$ cat config.mk
export PLATFORM = sky130hd
export DESIGN_NAME = two_axis_proportional_move
export DESIGN_NICKNAME = d
export VERILOG_FILES = /design/src/rtl/tapm_pkg.sv /design/src/rtl/tapm_calc.sv /design/src/rtl/two_axis_proportional_move.sv
export SDC_FILE = /design/constraint.sdc
export NUM_CORES = 2
export LEC_CHECK = 0
export CORE_MARGIN = 3
export CORE_UTILIZATION = 68
export CTS_CLUSTER_DIAMETER = 30
export DETAILED_ROUTE_END_ITERATION = 8
export DONT_BUFFER_PORTS = 1
export GPL_TIMING_DRIVEN = 1
export PLACE_DENSITY = 0.84
export SYNTH_ARGS = -nofsm -noshare
export SYNTH_HDL_FRONTEND = slang
export SYNTH_HIERARCHICAL = 1
export SYNTH_SLANG_ARGS = --single-unit
$ cat constraint.sdc
create_clock -name clk -period 17.14 [get_ports clk]
set_input_delay 2.571 -clock clk [delete_from_list [all_inputs] [get_ports clk]]
set_output_delay 2.571 -clock clk [all_outputs]
set_load 0.005 [all_outputs]
$ cat src/rtl/tapm_pkg.sv
// Shared types, constants and codes of the two-axis proportional move controller.
`timescale 1ns / 1ps

package tapm_pkg;

  localparam int POSITION_BITS = 16;
  localparam int DELTA_BITS    = POSITION_BITS + 1;
  localparam int POWER_BITS    = 7;
  localparam int DRIVE_BITS    = 8;
  localparam int QUOTIENT_BITS = 8;
  localparam int LFB_DEFAULT   = 8;

  localparam logic [POWER_BITS-1:0] POWER_RESET = POWER_BITS'(50);

  localparam logic OP_START = 1'b0;
  localparam logic OP_TICK  = 1'b1;

  typedef struct packed {
    logic                            opcode;
    logic signed [POSITION_BITS-1:0] target_x;
    logic signed [POSITION_BITS-1:0] target_y;
    logic signed [POSITION_BITS-1:0] enc_x;
    logic signed [POSITION_BITS-1:0] enc_y;
    logic                            stop_pressed;
  } in_word_t;

  typedef struct packed {
    logic signed [DRIVE_BITS-1:0] power_x;
    logic signed [DRIVE_BITS-1:0] power_y;
    logic                         moving;
    logic                         halted;
  } out_word_t;

  typedef struct packed {
    logic                         done;
    logic signed [DRIVE_BITS-1:0] power_x;
    logic signed [DRIVE_BITS-1:0] power_y;
  } calc_res_t;

  typedef enum logic [3:0] {
    CS_IDLE,
    CS_SQX,
    CS_SQY,
    CS_SUM,
    CS_ROOT,
    CS_PROD,
    CS_LOAD,
    CS_DIV,
    CS_DONE
  } calc_state_t;

endpackage

$ cat src/rtl/tapm_calc.sv
// Sequenced power calculation: squares, integer square root and rounded divide on shared units.
`timescale 1ns / 1ps

module tapm_calc #(
  parameter int FRAC_BITS = tapm_pkg::LFB_DEFAULT
) (
  input  logic                                    clk,
  input  logic                                    rst,
  input  logic                                    start,
  input  logic                                    ack,
  input  logic signed [tapm_pkg::DELTA_BITS-1:0]  dx,
  input  logic signed [tapm_pkg::DELTA_BITS-1:0]  dy,
  input  logic        [tapm_pkg::POWER_BITS-1:0]  movement_power,
  output tapm_pkg::calc_res_t                     res
);
  import tapm_pkg::*;

  localparam int D     = DELTA_BITS;
  localparam int PW    = 2 * D;
  localparam int NW    = PW + 2 * FRAC_BITS;
  localparam int ITER  = D + FRAC_BITS;
  localparam int LW    = ITER;
  localparam int RW    = LW + 3;
  localparam int QB    = QUOTIENT_BITS;
  localparam int DVW   = D + POWER_BITS + FRAC_BITS + 1;
  localparam int DSW   = LW + QB - 1;
  localparam int SUBW  = (DVW > RW) ? DVW : RW;
  localparam int CW    = $clog2(ITER + 1);

  calc_state_t state, state_next;

  logic              axis;
  logic [CW-1:0]     cnt;
  logic [D-1:0]      mag_x, mag_y;
  logic              neg_x, neg_y;
  logic [PW-1:0]     prod, acc;
  logic [NW-1:0]     rad;
  logic [RW-1:0]     rem_r;
  logic [LW-1:0]     root;
  logic [DVW-1:0]    dvd;
  logic [DSW-1:0]    dsh;
  logic [QB-1:0]     quo, qx;

  logic [D-1:0]      mul_a, mul_b;
  logic [PW-1:0]     mul_p;
  logic [PW-1:0]     sum_sq;
  logic [RW-1:0]     r_sh, trial;
  logic [SUBW-1:0]   sub_a, sub_b;
  logic [SUBW:0]     diff;
  logic              ge;
  logic              last;
  logic [D-1:0]      abs_dx, abs_dy;

  assign abs_dx = dx[D-1] ? D'(-dx) : D'(dx);
  assign abs_dy = dy[D-1] ? D'(-dy) : D'(dy);

  assign mul_a = (state == CS_SQY || (state == CS_PROD && axis)) ? mag_y : mag_x;
  assign mul_b = (state == CS_PROD) ? D'(movement_power) : mul_a;
  assign mul_p = mul_a * mul_b;
  assign sum_sq = acc + prod;

  assign r_sh  = {rem_r[RW-3:0], rad[NW-1 -: 2]};
  assign trial = RW'({root, 2'b01});
  assign sub_a = (state == CS_ROOT) ? SUBW'(r_sh) : SUBW'(dvd);
  assign sub_b = (state == CS_ROOT) ? SUBW'(trial) : SUBW'(dsh);
  assign diff  = {1'b0, sub_a} - {1'b0, sub_b};
  assign ge    = ~diff[SUBW];
  assign last  = (cnt == '0);

  always_ff @(posedge clk) begin
    if (rst) begin
      state <= CS_IDLE;
    end else begin
      state <= state_next;
    end
  end

  always_comb begin
    state_next = state;
    unique case (state)
      CS_IDLE: if (start) state_next = CS_SQX;
      CS_SQX:  state_next = CS_SQY;
      CS_SQY:  state_next = CS_SUM;
      CS_SUM:  state_next = CS_ROOT;
      CS_ROOT: if (last) state_next = CS_PROD;
      CS_PROD: state_next = CS_LOAD;
      CS_LOAD: state_next = CS_DIV;
      CS_DIV:  if (last) state_next = axis ? CS_DONE : CS_PROD;
      CS_DONE: if (ack) state_next = CS_IDLE;
      default: state_next = CS_IDLE;
    endcase
  end

  always_ff @(posedge clk) begin
    unique case (state)
      CS_IDLE: begin
        if (start) begin
          mag_x <= abs_dx;
          mag_y <= abs_dy;
          neg_x <= dx[D-1];
          neg_y <= dy[D-1];
          axis  <= 1'b0;
        end
      end
      CS_SQX: begin
        prod <= mul_p;
      end
      CS_SQY: begin
        prod <= mul_p;
        acc  <= prod;
      end
      CS_SUM: begin
        rad   <= NW'(sum_sq) << (2 * FRAC_BITS);
        rem_r <= '0;
        root  <= '0;
        cnt   <= CW'(ITER - 1);
      end
      CS_ROOT: begin
        rad   <= rad << 2;
        rem_r <= ge ? diff[RW-1:0] : r_sh;
        root  <= {root[LW-2:0], ge};
        cnt   <= cnt - 1'b1;
      end
      CS_PROD: begin
        prod <= mul_p;
      end
      CS_LOAD: begin
        dvd <= (DVW'(prod[D+POWER_BITS-1:0]) << FRAC_BITS) + DVW'(root >> 1);
        dsh <= DSW'(root) << (QB - 1);
        quo <= '0;
        cnt <= CW'(QB - 1);
      end
      CS_DIV: begin
        if (ge) begin
          dvd <= diff[DVW-1:0];
        end
        quo <= {quo[QB-2:0], ge};
        dsh <= dsh >> 1;
        cnt <= cnt - 1'b1;
        if (last) begin
          if (!axis) begin
            qx <= {quo[QB-2:0], ge};
          end
          axis <= 1'b1;
        end
      end
      CS_DONE: begin
      end
      default: begin
      end
    endcase
  end

  always_comb begin
    res.done    = (state == CS_DONE);
    res.power_x = (mag_x == '0) ? '0 : (neg_x ? DRIVE_BITS'(-qx) : DRIVE_BITS'(qx));
    res.power_y = (mag_y == '0) ? '0 : (neg_y ? DRIVE_BITS'(-quo) : DRIVE_BITS'(quo));
  end

endmodule

$ cat src/rtl/two_axis_proportional_move.sv
// Top level of the two-axis proportional move controller.
//
// Input words arrive on item_valid/item_ready. A start word latches the target
// and takes the encoder counts as origin; a tick word checks each axis for
// arrival. Every input word gives exactly one result word on
// result_valid/result_ready, carrying both axis powers, the moving flag and the
// sticky halted flag. The path speed is written on cfg_valid/cfg_ready/cfg_data,
// which is always ready; write it only while the block is idle.
// A tick word, a stop word or a start word while halted yields its result in
// the cycle after acceptance. A start word runs a sequenced calculation: the
// two squares and their sum, the bit-serial square root, and per axis the
// product and the eight-step divide, all on one multiplier and one subtractor.
// Its result is registered once the calculation is done and no earlier result
// waits untaken, and no word is taken meanwhile.
// A new word is accepted while a finished result waits only if the receiver
// takes that result in the same cycle; a stalled receiver holds the block.
// Synchronous reset clears the move, the halted flag and the result valid flag,
// and returns the path speed to 50.
`timescale 1ns / 1ps

module two_axis_proportional_move #(
  parameter int LENGTH_FRACTION_BITS = tapm_pkg::LFB_DEFAULT
) (
  input  logic                                 clk,
  input  logic                                 rst,
  input  logic                                 item_valid,
  output logic                                 item_ready,
  input  tapm_pkg::in_word_t                   item,
  output logic                                 result_valid,
  input  logic                                 result_ready,
  output tapm_pkg::out_word_t                  result,
  input  logic                                 cfg_valid,
  output logic                                 cfg_ready,
  input  logic [tapm_pkg::POWER_BITS-1:0]      cfg_data
);
  import tapm_pkg::*;

  logic                            busy;
  logic                            stopped_flag, stopped_flag_next;
  logic                            x_positive, x_positive_next;
  logic                            y_positive, y_positive_next;
  logic                            x_running, x_running_next;
  logic                            y_running, y_running_next;
  logic signed [POSITION_BITS-1:0] goal_x, goal_x_next;
  logic signed [POSITION_BITS-1:0] goal_y, goal_y_next;
  logic signed [DRIVE_BITS-1:0]    drive_x, drive_x_next;
  logic signed [DRIVE_BITS-1:0]    drive_y, drive_y_next;
  logic [POWER_BITS-1:0]           movement_power;

  logic                            accept, launch, ack, load;
  logic                            slot_free;
  logic signed [DELTA_BITS-1:0]    dx, dy;
  calc_res_t                       res;
  out_word_t                       word_next;

  assign slot_free  = !result_valid || result_ready;
  assign item_ready = !busy && slot_free;
  assign cfg_ready  = 1'b1;
  assign accept     = item_valid && item_ready;
  assign launch     = accept && !item.stop_pressed && !stopped_flag && item.opcode == OP_START;
  assign ack        = res.done && slot_free;
  assign load       = (accept && !launch) || ack;

  assign dx = DELTA_BITS'(item.target_x) - DELTA_BITS'(item.enc_x);
  assign dy = DELTA_BITS'(item.target_y) - DELTA_BITS'(item.enc_y);

  tapm_calc #(
    .FRAC_BITS(LENGTH_FRACTION_BITS)
  ) u_calc (
    .clk            (clk),
    .rst            (rst),
    .start          (launch),
    .ack            (ack),
    .dx             (dx),
    .dy             (dy),
    .movement_power (movement_power),
    .res            (res)
  );

  always_comb begin
    stopped_flag_next = stopped_flag;
    x_positive_next   = x_positive;
    y_positive_next   = y_positive;
    x_running_next    = x_running;
    y_running_next    = y_running;
    goal_x_next       = goal_x;
    goal_y_next       = goal_y;
    drive_x_next      = drive_x;
    drive_y_next      = drive_y;
    if (accept) begin
      if (item.stop_pressed) begin
        stopped_flag_next = 1'b1;
        x_running_next    = 1'b0;
        y_running_next    = 1'b0;
        drive_x_next      = '0;
        drive_y_next      = '0;
      end else if (!stopped_flag) begin
        if (item.opcode == OP_START) begin
          goal_x_next     = item.target_x;
          goal_y_next     = item.target_y;
          x_positive_next = !dx[DELTA_BITS-1] && dx != '0;
          y_positive_next = !dy[DELTA_BITS-1] && dy != '0;
          x_running_next  = dx != '0;
          y_running_next  = dy != '0;
        end else begin
          if (x_running && (x_positive ? item.enc_x >= goal_x : item.enc_x <= goal_x)) begin
            x_running_next = 1'b0;
            drive_x_next   = '0;
          end
          if (y_running && (y_positive ? item.enc_y >= goal_y : item.enc_y <= goal_y)) begin
            y_running_next = 1'b0;
            drive_y_next   = '0;
          end
        end
      end
    end
    if (ack) begin
      drive_x_next = res.power_x;
      drive_y_next = res.power_y;
    end
    word_next.power_x = x_running_next ? drive_x_next : '0;
    word_next.power_y = y_running_next ? drive_y_next : '0;
    word_next.moving  = x_running_next || y_running_next;
    word_next.halted  = stopped_flag_next;
  end

  always_ff @(posedge clk) begin
    if (rst) begin
      busy           <= 1'b0;
      stopped_flag   <= 1'b0;
      x_positive     <= 1'b0;
      y_positive     <= 1'b0;
      x_running      <= 1'b0;
      y_running      <= 1'b0;
      goal_x         <= '0;
      goal_y         <= '0;
      drive_x        <= '0;
      drive_y        <= '0;
      movement_power <= POWER_RESET;
      result_valid   <= 1'b0;
    end else begin
      stopped_flag <= stopped_flag_next;
      x_positive   <= x_positive_next;
      y_positive   <= y_positive_next;
      x_running    <= x_running_next;
      y_running    <= y_running_next;
      goal_x       <= goal_x_next;
      goal_y       <= goal_y_next;
      drive_x      <= drive_x_next;
      drive_y      <= drive_y_next;
      if (launch) begin
        busy <= 1'b1;
      end else if (ack) begin
        busy <= 1'b0;
      end
      if (cfg_valid && cfg_ready) begin
        movement_power <= cfg_data;
      end
      if (load) begin
        result_valid <= 1'b1;
      end else if (result_ready) begin
        result_valid <= 1'b0;
      end
    end
  end

  always_ff @(posedge clk) begin
    if (load) begin
      result <= word_next;
    end
  end

endmodule

==> impl_metrics.tcl <==
set metrics [dict create \
    syn_avg_cell_area_sq_um 9.22 \
    wire_per_inst_um 20.5 \
    post_cts_buffers 0 \
    clk_path_buf_depth 3 \
    synth_area_sq_um 31800 \
    antenna_found_initial 0 \
    die_w_um 222 \
    yosysTopAreaCell "edfxtp_1" \
    fp.coreArea_sq_um 45800 \
    timing.final.crit_share_pct 56.3 \
    fmax_mhz 104 \
    synth_area_leaders "edfxtp_1 28%, fa_1 14%, ha_1 10%, nand2_1 6.0%, inv_1 5.1%" \
    ys_types 95 \
    maxCapViolations 0 \
    slew_violations 0 \
    ctsResizeCount 0 \
    critPathCaptureType "register" \
    cp_max_fo 34 \
    hold_viol_final 0 \
    grt_max_degree 77 \
    grt_usage_pct 34.3 \
    cts_tree "built" \
    gp_congestion 0.943 \
    max_slew_margin_pct 11.7 \
    final_layout_size_suffix_gt1_share_pct 6.33 \
    yosysSeqAreaShare_pct 31.9 \
    status "complete, no violations" \
    tns_ns 0 \
    hold_class "register to register" \
    drt_iter0_drc 2532 \
    final_nets 4010 \
    worst_pin_slew_ns 1.32 \
    grt_pass1_vias 26900 \
    synth_edf_count 294 \
    num_vias 25800 \
    cts_buffers 78 \
    synth_cells 3453 \
    worstSkewPairLatency_ns 0.61 \
    critical_path_required_ns 17.48 \
    setup_viol 0 \
    ys_top_cells_by_count "506 x nand2_1, 435 x inv_1, 294 x edfxtp_1" \
    clock_skew_ns 0.0339 \
    grt_pass1_wl_um 138000 \
    grt_overflow 0 \
    vias_per_cell 6.28 \
    rsz0062_at_grt "no" \
    synth-seq-cells 360 \
    cts-htree-levels 3 \
    synth_top_area_share_pct 27.7 \
    worstPathArrival_ns 9.99 \
    hold_buffers 0 \
    syn-num-nets 4019 \
    rows 78 \
    dp_hpwl_um 61700 \
    fillers 2985 \
    cts.sink_count 360 \
    initial_core_util_pct 69.5 \
    root_buffer "clkbuf_16" \
    ys_async_sr_fraction_pct 0 \
    antenna_left 0 \
    pin_count 99 \
    die_area_sq_um 49400 \
    first_pass_iters 8 \
    synth_ff_type "edfxtp_1" \
    drc_errors 0 \
    layout_min_cycle_time_ns 9.65 \
    post-synth-top-count-cell "nand2_1" \
    die_h_um 222 \
    syn2layout_area_growth_pct 10.3 \
    port_buffers 0 \
    synth_warnings 6 \
    startpoint_type "register" \
    routed_wl_um 84300 \
    clk_pin_slew_ns 0.05 \
    timing.hold.ws_ns 0.445 \
    critPathKind "register to register" \
]
kinds of logic after synthesis:
group,count (synthesis),share of synthesized area (%)
AO/OA/AOI/OAI,644,13.0
multiplexers,92,2.98
flip-flops,360,31.9
adder cells (fa/ha/maj),492,24.7
AND/OR/NAND/NOR,1152,16.3
XOR/XNOR,162,4.46
buffers and inverters,550,6.61
other,1,0.0118
cell usage in the layout, fill, tap and decap left out, types with 22 or more instances in the layout:
cell type / instances
nand2b_1: 27
buf_4: 22
a21oi_1: 245
nor2_1: 291
and2_1: 71
mux2i_1: 71
ha_1: 259
inv_1: 435
nand3_1: 36
o211ai_1: 25
edfxtp_1: 294
nor2b_1: 26
a21o_1: 64
dfxtp_1: 66
o21a_1: 29
xor2_1: 60
xnor2_1: 102
fa_1: 229
nor3_1: 68
clkbuf_16: 82
o21ai_0: 108
nand2_1: 506
metrics by stage:
| stage | worst slack, ns | std cells | instance area, sq um | utilization (%) |
|---|---|---|---|---|
| global placement | 7.97 | 3964 | 32400 | 70.7 |
| detailed placement | 7.72 | 3964 | 32400 | 70.7 |
| global route | 6.96 | 4107 | 35100 | 76.7 |
| floorplan | 6.36 | 3453 | 31800 | - |
| CTS | 7.63 | 4107 | 35100 | 76.7 |
| finish | 7.49 | 4108 | 35100 | 76.7 |
critical path, stage by stage, from the launching register on:
cell and delay [ns]:
dfxtp_1 0.50, inv_1 0.30, nand2_1 0.26, nor2_1 0.24, a21oi_4 0.96, mux2i_1 0.56
a21oi_1 1.04, nand2_1 0.20, fa_1 0.60, fa_1 0.44, fa_1 0.53, inv_1 0.04
ha_1 0.31, fa_1 0.54, inv_1 0.06, fa_1 0.55, inv_1 0.06, ha_1 0.35
nand2_1 0.10, a211oi_1 0.28, o211ai_1 0.17, a31oi_1 0.56, nand2_1 0.16, a31oi_1 0.26
a221oi_1 0.16, xnor2_1 0.15
layout make-up:
type                            count  area, sq um  share of cell area (%)
Tap cell                          600          751                    2.14
Sequential cell                   360        10100                    28.9
Clock buffer                       94         2120                    6.03
Multi-Input combinational cell   2543        19600                    55.9
Inverter                          439         1650                    4.69
Clock inverter                     49          638                    1.82
Antenna cell                        1         2.50                 0.00713
Timing Repair Buffer               22          165                   0.470
metal layers:
metal / part of all wire [%] / GRT usage, %
met1: 38 / 42.6
met2: 49 / 58.9
met3: 7.8 / 6.22
met4: 4.6 / 15.0
met5: 0 / 0
sequential cells by signal (all words and copies together) (netlist names), 5 cells and up:
name	cells
drive_x	8
drive_y	8
goal_x	16
goal_y	16
movement_power	7
result	18
u_calc/acc	34
u_calc/cnt	5
u_calc/dsh	32
u_calc/dvd	33
u_calc/mag_x	17
u_calc/mag_y	17
u_calc/prod	34
u_calc/quo	8
u_calc/qx	8
u_calc/rad	34
u_calc/rem_r	26
u_calc/root	25
final timing paths:
| check | slack [ns] | end | cells after the start | start |
|---|---|---|---|---|
| worst min-delay path | 0.45 | goal_x[2]$_SDFFE_PP0P_ | 2 | goal_x[2]$_SDFFE_PP0P_ |
| worst min register to register | 0.45 | goal_x[2]$_SDFFE_PP0P_ | 2 | goal_x[2]$_SDFFE_PP0P_ |
| worst max register to register | 7.49 | u_calc/prod[27]$_DFFE_PP_ | 25 | u_calc/state[1]$_SDFFE_PP0P_ |
| worst max-delay path | 7.49 | u_calc/prod[27]$_DFFE_PP_ | 25 | u_calc/state[1]$_SDFFE_PP0P_ |
Power is not shown: default switching activity piles up to over one toggle a cycle in this logic, so the estimate is an artifact.
